[src/rtl/ssi_pkg.sv]
`default_nettype none
// ----------------------------------------------------------------------------
// ssi_pkg
// Shared constants, codes and types of the sorted secondary index.
// ----------------------------------------------------------------------------
package ssi_pkg;

  localparam int DEF_DEPTH    = 64;
  localparam int DEF_KEY_BITS = 64;

  localparam int OP_W     = 2;
  localparam int KEY_IN_W = 64;
  localparam int ADDR_W   = 32;
  localparam int STAT_W   = 2;
  localparam int CNT_W    = 7;

  localparam logic [OP_W-1:0] OP_INSERT = 2'd0;
  localparam logic [OP_W-1:0] OP_SEARCH = 2'd1;
  localparam logic [OP_W-1:0] OP_DELETE = 2'd2;

  localparam logic [STAT_W-1:0] ST_OK       = 2'd0;
  localparam logic [STAT_W-1:0] ST_NOTFOUND = 2'd1;
  localparam logic [STAT_W-1:0] ST_FULL     = 2'd2;

  // shift commands broadcast to every cell of the chain
  typedef struct packed {
    logic ins;
    logic del;
  } cell_cmd_t;

endpackage
`default_nettype wire

[src/rtl/ssi_cell.sv]
`default_nettype none
// ----------------------------------------------------------------------------
// ssi_cell
// One slot of the sorted chain: holds a key/address pair, compares it with
// the pending key and takes the new pair or a neighbor's pair on a shift.
// ----------------------------------------------------------------------------
module ssi_cell #(
  parameter int KEY_BITS = 64,
  parameter int IDX      = 0
) (
  input  wire logic                       clk,
  input  wire ssi_pkg::cell_cmd_t         cmd,
  input  wire logic [ssi_pkg::CNT_W-1:0]  cnt,
  input  wire logic [KEY_BITS-1:0]        new_key,
  input  wire logic [ssi_pkg::ADDR_W-1:0] new_addr,
  input  wire logic                       left_gt,
  input  wire logic [KEY_BITS-1:0]        left_key,
  input  wire logic [ssi_pkg::ADDR_W-1:0] left_addr,
  input  wire logic                       del_shift,
  input  wire logic [KEY_BITS-1:0]        right_key,
  input  wire logic [ssi_pkg::ADDR_W-1:0] right_addr,
  output logic                            gt,
  output logic                            eq,
  output logic                            dmatch,
  output logic [KEY_BITS-1:0]             key_o,
  output logic [ssi_pkg::ADDR_W-1:0]      addr_o
);
  import ssi_pkg::*;

  logic                occ;
  logic [KEY_BITS-1:0] key_r, key_nxt;
  logic [ADDR_W-1:0]   addr_r, addr_nxt;

  assign occ    = cnt > CNT_W'(IDX);
  // gt marks the insert point and everything after it
  assign gt     = !(occ && (key_r <= new_key));
  assign eq     = occ && (key_r == new_key);
  assign dmatch = eq && (addr_r == new_addr);
  assign key_o  = key_r;
  assign addr_o = addr_r;

  always_comb begin
    key_nxt  = key_r;
    addr_nxt = addr_r;
    if (cmd.ins && gt) begin
      if (left_gt) begin
        key_nxt  = left_key;
        addr_nxt = left_addr;
      end else begin
        key_nxt  = new_key;
        addr_nxt = new_addr;
      end
    end else if (cmd.del && del_shift) begin
      key_nxt  = right_key;
      addr_nxt = right_addr;
    end
  end

  always_ff @(posedge clk) begin
    key_r  <= key_nxt;
    addr_r <= addr_nxt;
  end

endmodule
`default_nettype wire

[config.mk]
export PLATFORM = sky130hd
export DESIGN_NAME = ssi_cell
export DESIGN_NICKNAME = d
export VERILOG_FILES = /design/src/rtl/ssi_pkg.sv /design/src/rtl/ssi_cell.sv
export SDC_FILE = /design/constraint.sdc
export NUM_CORES = 1
export LEC_CHECK = 0
export BUFFER_PORTS_ARGS = -buffer_cell sky130_fd_sc_hd__clkbuf_2
export CAP_MARGIN = 30
export CORE_AREA = 2 2 153 155
export DETAILED_ROUTE_END_ITERATION = 8
export DIE_AREA = 0 0 155 157
export PLACE_DENSITY_LB_ADDON = 0.2
export SETUP_SLACK_MARGIN = 0.5
export SLEW_MARGIN = 20
export SYNTH_ARGS = -nofsm -noshare
export SYNTH_HDL_FRONTEND = slang
export SYNTH_SLANG_ARGS = --single-unit
[constraint.sdc]
create_clock -name clk -period 7.8 [get_ports clk]
set_input_delay 1.56 -clock clk [delete_from_list [all_inputs] [get_ports clk]]
set_output_delay 1.56 -clock clk [all_outputs]
set_load 0.02 [all_outputs]
==> results of run 1 <==
## where the power goes
group          internal [W]  switching, W
Combinational      0.000253      0.000307
Sequential         0.000656     0.0000418
Clock              0.000218      0.000204
Total               0.00113      0.000553
## critical path, cell delays in order
cell and delay (ps):
clkbuf_2 70, inv_1 40, ha_1 300, nand4_1 160, nor4_1 450, nand3_1 210
or2_1 340, nor4_1 410, clkbuf_2 240
## registers in the layout (all words and copies together), names as in the netlist
signal / cells
key_o: 64
addr_o: 32
## per-stage QoR
stage               cells  util, %  hold slack (ps)
detailed placement   1323     42.0             1860
global route         1339     43.2             1500
CTS                  1339     43.2             1490
global placement     1322     41.9             1860
floorplan             665        -             1460
finish               1339     43.2             1510
## cell families after synthesis
| kind of cell | count (synthesis) | share of synthesized area [%] |
|---|---|---|
| flops | 96 | 39.8 |
| xor+xnor | 32 | 3.87 |
| compound gates | 117 | 9.01 |
| fa+ha+maj | 64 | 11.1 |
| mux | 129 | 21.6 |
| buf+inv | 93 | 6.07 |
| simple gates | 134 | 8.58 |
## worst max-delay path by stage
stage	startpoint	endpoint	slack, ps	cells after the start
2_1_floorplan	new_key[31]	addr_o[0]$_DFFE_PP_	1920	12
3_3_place_gp	cnt[6]	key_o[23]$_DFFE_PP_	1900	9
3_5_place_dp	cnt[6]	key_o[23]$_DFFE_PP_	2070	10
4_1_cts	new_key[30]	dmatch	2430	9
5_1_grt	new_key[30]	dmatch	2230	9
6_report	new_key[29]	dmatch	2460	9
## area by class of cell
| type | count | area share (%) |
|---|---|---|
| Tap cell | 285 | 3.67 |
| Timing Repair Buffer | 402 | 21.0 |
| Inverter | 64 | 2.47 |
| Clock buffer | 10 | 2.35 |
| Sequential cell | 96 | 29.6 |
| Multi-Input combinational cell | 476 | 40.4 |
| Clock inverter | 6 | 0.437 |
## layout by cell type (no fill, tap or decap), types with 2 or more instances in the layout
| master | Yosys | routed |
|---|---|---|
| nor2b_1 | 2 | 2 |
| nor2_1 | 9 | 9 |
| nor3_1 | 4 | 4 |
| nand3_1 | 10 | 10 |
| nor4_2 | 2 | 2 |
| o21ai_0 | 69 | 69 |
| nor4_1 | 12 | 12 |
| clkbuf_16 | 0 | 9 |
| nand2_1 | 78 | 78 |
| a21boi_0 | 2 | 2 |
| edfxtp_1 | 96 | 96 |
| xor2_1 | 32 | 32 |
| nand4_1 | 13 | 13 |
| a211oi_1 | 2 | 2 |
| a21o_1 | 5 | 4 |
| clkbuf_2 | 0 | 397 |
| inv_1 | 64 | 64 |
| mux2_4 | 29 | 29 |
| inv_6 | 0 | 2 |
| mux2_2 | 100 | 100 |
| ha_1 | 64 | 64 |
| a21oi_1 | 31 | 31 |
| buf_4 | 6 | 4 |
## metal layers
| layer | vias up | routed length [µm] |
|---|---|---|
| met5 | - | 0 |
| met4 | 0 | 365 |
| met3 | 20 | 1550 |
| met2 | 249 | 11800 |
| met1 | 2855 | 9390 |
| li1 | 3179 | - |
==> results.toml, run 1 <==
[synthesis]
synth_area_leaders = "edfxtp_1 (40%), mux2_2 (16%), ha_1 (11%)"
synth.ff_latch_count = 96
yosysTopAreaCellShare_pct = 39.8
syn_inst = 665
synth_common_cells = "mux2_2 (100), edfxtp_1 (96), nand2_1 (78)"
ys_dominant_reg_cell = "edfxtp_1"
synth_nets = 1029
yosys_warnings = 0
synth-async-reset-ratio_pct = 0
synth-edff-count = 96
yosys.area.top_type = "edfxtp_1"
syn_avg_cell_area_um2 = 10.9
syn-cell-area_mm2 = 0.00724
yosysSeqAreaShare_pct = 39.8
yosysMostFrequentCell = "mux2_2"
synthDistinctLibCells = 37

[worst_setup_path]
r2r_slack_ps = 3430
reg2reg_from = "key_o[30]$_DFFE_PP_"
end_kind = "primary output"
crit_arrival_ps = 3780
reg2regPathDepth = 10
crit_path_max_fanout = 3
required_ps = 6240
critical_path_class = "primary input to primary output"
reg2reg_to = "key_o[24]$_DFFE_PP_"
startpoint_type = "primary input"

[min_path]
hp-start = "right_addr[8]"
min_to = "addr_o[8]$_DFFE_PP_"
hold_class = "primary input to flip-flop"
hold-path-cell-count = 2

[sta]
hold_viol = 0
max_slew_margin_pct = 41.8
clock_skew_ps = 13.1
min_period_over_period_pct = 68.5
period_needed_ps = 5340
rsz0062_at_grt = "no"
timing.final.ws_setup_ps = 2460
slew_viol_final = 0
worstMarginPinSlew_ps = 873
fmax_mhz = 187
finalSetupViolCount = 0
setup_tns_ps = 0

[clock_tree]
clk_pin_slew_ps = 80
root_buffer = "clkbuf_16"
cts.sinks = 96
cts_resized = 0
clockBufferDepth = 2
cts_tree = "done"
postCtsHoldBufs = 0
htree_levels = 3
postCtsSetupRepairBufs = 0
numCtsBuffers = 9
clkLatencyLatePin_ps = 350

[floorplanning]
ios = 399
coreArea_mm2 = 0.0225
dieArea_mm2 = 0.0243
initial_core_util_pct = 32.2
die_y_um = 157
die_x_um = 155
fp-row-count = 55

[placement]
place_area_mm2 = 0.00946
place_hpwl_um = 18900
pre_cts_ws_ps = 2070
gp_congestion = 0.830
io_buffers = 398

[global_route]
grt_pass1_wl_um = 33600
grt_pass1_vias = 6156
grt_util_met1_pct = 21.2
grtUsageMet2_pct = 32.9
top_usage_layer = "met2"
grt_use_total_pct = 18.0
grt_util_met3_pct = 4.49
grt_max_degree = 90
overflow = 0
grt_antenna_before_repair = 0

[routing]
drc = 0
final_antenna_net_count = 0
first_pass_iters = 4
drt_iter0_drc = 271
wl_um = 23100
avgViaCountPerCell = 4.71
via_count = 6303
wl_per_cell_um = 17.2

[finish]
register_area_mm2 = 0.00288
area_growth_pct = 34.4
drive_above_1_share_pct = 52.5
fin_nets = 1413
fill_cells = 2261
multi_input_area_mm2 = 0.00393
postLayoutCellArea_mm2 = 0.00973
diodes = 0

[pwr]
power.density_mw_per_mm2 = 173
design_power_total_w = 0.00168
peakVddDrop_mv = 0.0943
p_leak_nw = 4.72

[status]
status = "completed"

[run]
cap_violations = 0
Note: power is estimated with default switching activity, not from simulation.
==> run 2, diff against run 1 <==
==> constraint.sdc (replaced) <==
create_clock -name clk -period 5.2 [get_ports clk]
set_input_delay 1.04 -clock clk [delete_from_list [all_inputs] [get_ports clk]]
set_output_delay 1.04 -clock clk [all_outputs]
set_load 0.02 [all_outputs]
==> results.toml, run 2 (synthesis results as in run 1) <==
[finish]
fin_nets = 1417
final_cell_mix = "clkbuf_2 (397), mux2_2 (100), edfxtp_1 (96), nand2_1 (78), o21ai_0 (69)"
final_common_cell = "clkbuf_2"
final_util_pct = 43.5
area_growth_pct = 35.4
drive_above_1_share_pct = 52.7
diodes = 0
fill_cells = 2201
largest_reg_flops = 64
postLayoutCellArea_mm2 = 0.00980

[routing]
first_pass_iters = 4
wl_per_cell_um = 18.0
final_antenna_net_count = 0
avgViaCountPerCell = 4.72
wl_um = 24100
via_count = 6336
drc = 0
drt_iter0_drc = 244

[clock_tree]
clk_pin_slew_ps = 80
postCtsSetupRepairBufs = 0
cts.sinks = 96
clkLatencyLatePin_ps = 350
root_buffer = "clkbuf_16"
cts_tree = "done"
postCtsHoldBufs = 0
numCtsBuffers = 9
cts_resized = 0
clockBufferDepth = 2
htree_levels = 3

[worst_setup_path]
required_ps = 4160
crit_arrival_ps = 3210
cpPeakStageDelay_ps = 440
crit_top_cell = "clkbuf_2"
crit_path_max_fanout = 3
end_kind = "primary output"
startpoint_type = "primary input"
critical_path_class = "primary input to primary output"
cp_cell_sequence = "clkbuf_2, inv_1, ha_1, nand4_1, nor4_1, nand3_1, or2_1, o211ai_2, nor3_1, nor2_1, clkbuf_2"
reg2reg_from = "key_o[60]$_DFFE_PP_"
reg2reg_to = "addr_o[3]$_DFFE_PP_"
reg2regPathDepth = 9
cp_slowest_cell = "nor4_1"
r2r_slack_ps = 1590

[global_route]
grt_use_total_pct = 19.3
grt_pass1_vias = 6579
grt_antenna_before_repair = 0
grt_max_degree = 66
overflow = 0
grt_pass1_wl_um = 35900

[sta]
fmax_mhz = 235
slew_viol_final = 0
setup_tns_ps = 0
rsz0062_at_grt = "no"
max_slew_margin_pct = 48.9
finalSetupViolCount = 0
min_period_over_period_pct = 81.8
worstMarginPinSlew_ps = 767
hold_viol = 0
clock_skew_ps = 16.4
period_needed_ps = 4250

[placement]
place_hpwl_um = 19900
place_area_mm2 = 0.00951
io_buffers = 398
gp_congestion = 0.857

[min_path]
min_to = "addr_o[22]$_DFFE_PP_"
hold_class = "primary input to flip-flop"
hp-start = "right_addr[22]"
hold-path-cell-count = 2

[floorplanning]
die_y_um = 157
initial_core_util_pct = 32.2
coreArea_mm2 = 0.0225
die_x_um = 155
fp-row-count = 55
dieArea_mm2 = 0.0243
ios = 399

[run]
cap_violations = 0

[pwr]
peakVddDrop_mv = 0.176
p_leak_nw = 4.76
power.density_mw_per_mm2 = 265

[status]
status = "completed"
## run 2: changes by cell type in the layout (fill, tap and decap cells not counted), sizes merged
cell,change
buf,+4
clkinv,-2
bufinv,+1
clkbuf,-1
inv,+1
## run 2: how the worst max path moves through the flow
| stage | endpoint | depth (start not counted) | from | slack, ps |
|---|---|---|---|---|
| after global placement | addr_o[2]$_DFFE_PP_ | 11 | new_key[63] | 820 |
| after detailed placement | addr_o[2]$_DFFE_PP_ | 11 | new_key[63] | 750 |
| after global routing | gt | 11 | new_key[63] | 730 |
| final | gt | 11 | new_key[31] | 950 |
| after floorplan | addr_o[0]$_DFFE_PP_ | 12 | new_key[31] | 670 |
| after CTS | gt | 11 | new_key[63] | 860 |
## run 2: where the power goes
part           internal, W  switching (W)  leakage, nW
clock network     0.000375       0.000320        0.140
logic             0.000384       0.000467         3.69
registers         0.000984      0.0000612        0.926
## run 2: per-layer routing
layer	GRT usage, %	wire length, µm	vias to the layer above	share of wire, %
met5	0	0	-	0
met4	4.41	235	0	0.97
met3	4.87	1720	11	7.1
met2	35.8	12400	241	51
met1	22.4	9780	2901	41
li1	-	-	3183	-
## run 2: metrics by stage
| stage | setup WS (ps) | hold WS, ps | instances | power (W) |
|---|---|---|---|---|
| 2_1_floorplan | 672 | 1260 | 665 | 0.00159 |
| 3_3_place_gp | 824 | 1340 | 1327 | 0.00192 |
| 3_5_place_dp | 755 | 1350 | 1327 | 0.00193 |
| 4_1_cts | 861 | 971 | 1342 | 0.00263 |
| 5_1_grt | 725 | 976 | 1342 | 0.00274 |
| 6_report | 947 | 986 | 1342 | 0.00259 |
## run 2: area by class of cell
| cell class | count | area (µm²) | area share [%] |
|---|---|---|---|
| multi-input combinational | 476 | 3930 | 40.1 |
| sequential | 96 | 2880 | 29.4 |
| timing repair buffer | 406 | 2090 | 21.4 |
| tap | 285 | 357 | 3.64 |
| inverter | 64 | 240 | 2.45 |
| clock buffer | 9 | 225 | 2.30 |
| clock inverter | 6 | 67.6 | 0.690 |
## run 2: worst max-delay path: cells and delay by family
family / cells / cell delay [ps]
AOI/OAI and AO/OA: 1 / 210
adders and majority gates: 1 / 310
buffers and inverters: 3 / 330
and+or+nand+nor: 6 / 1320
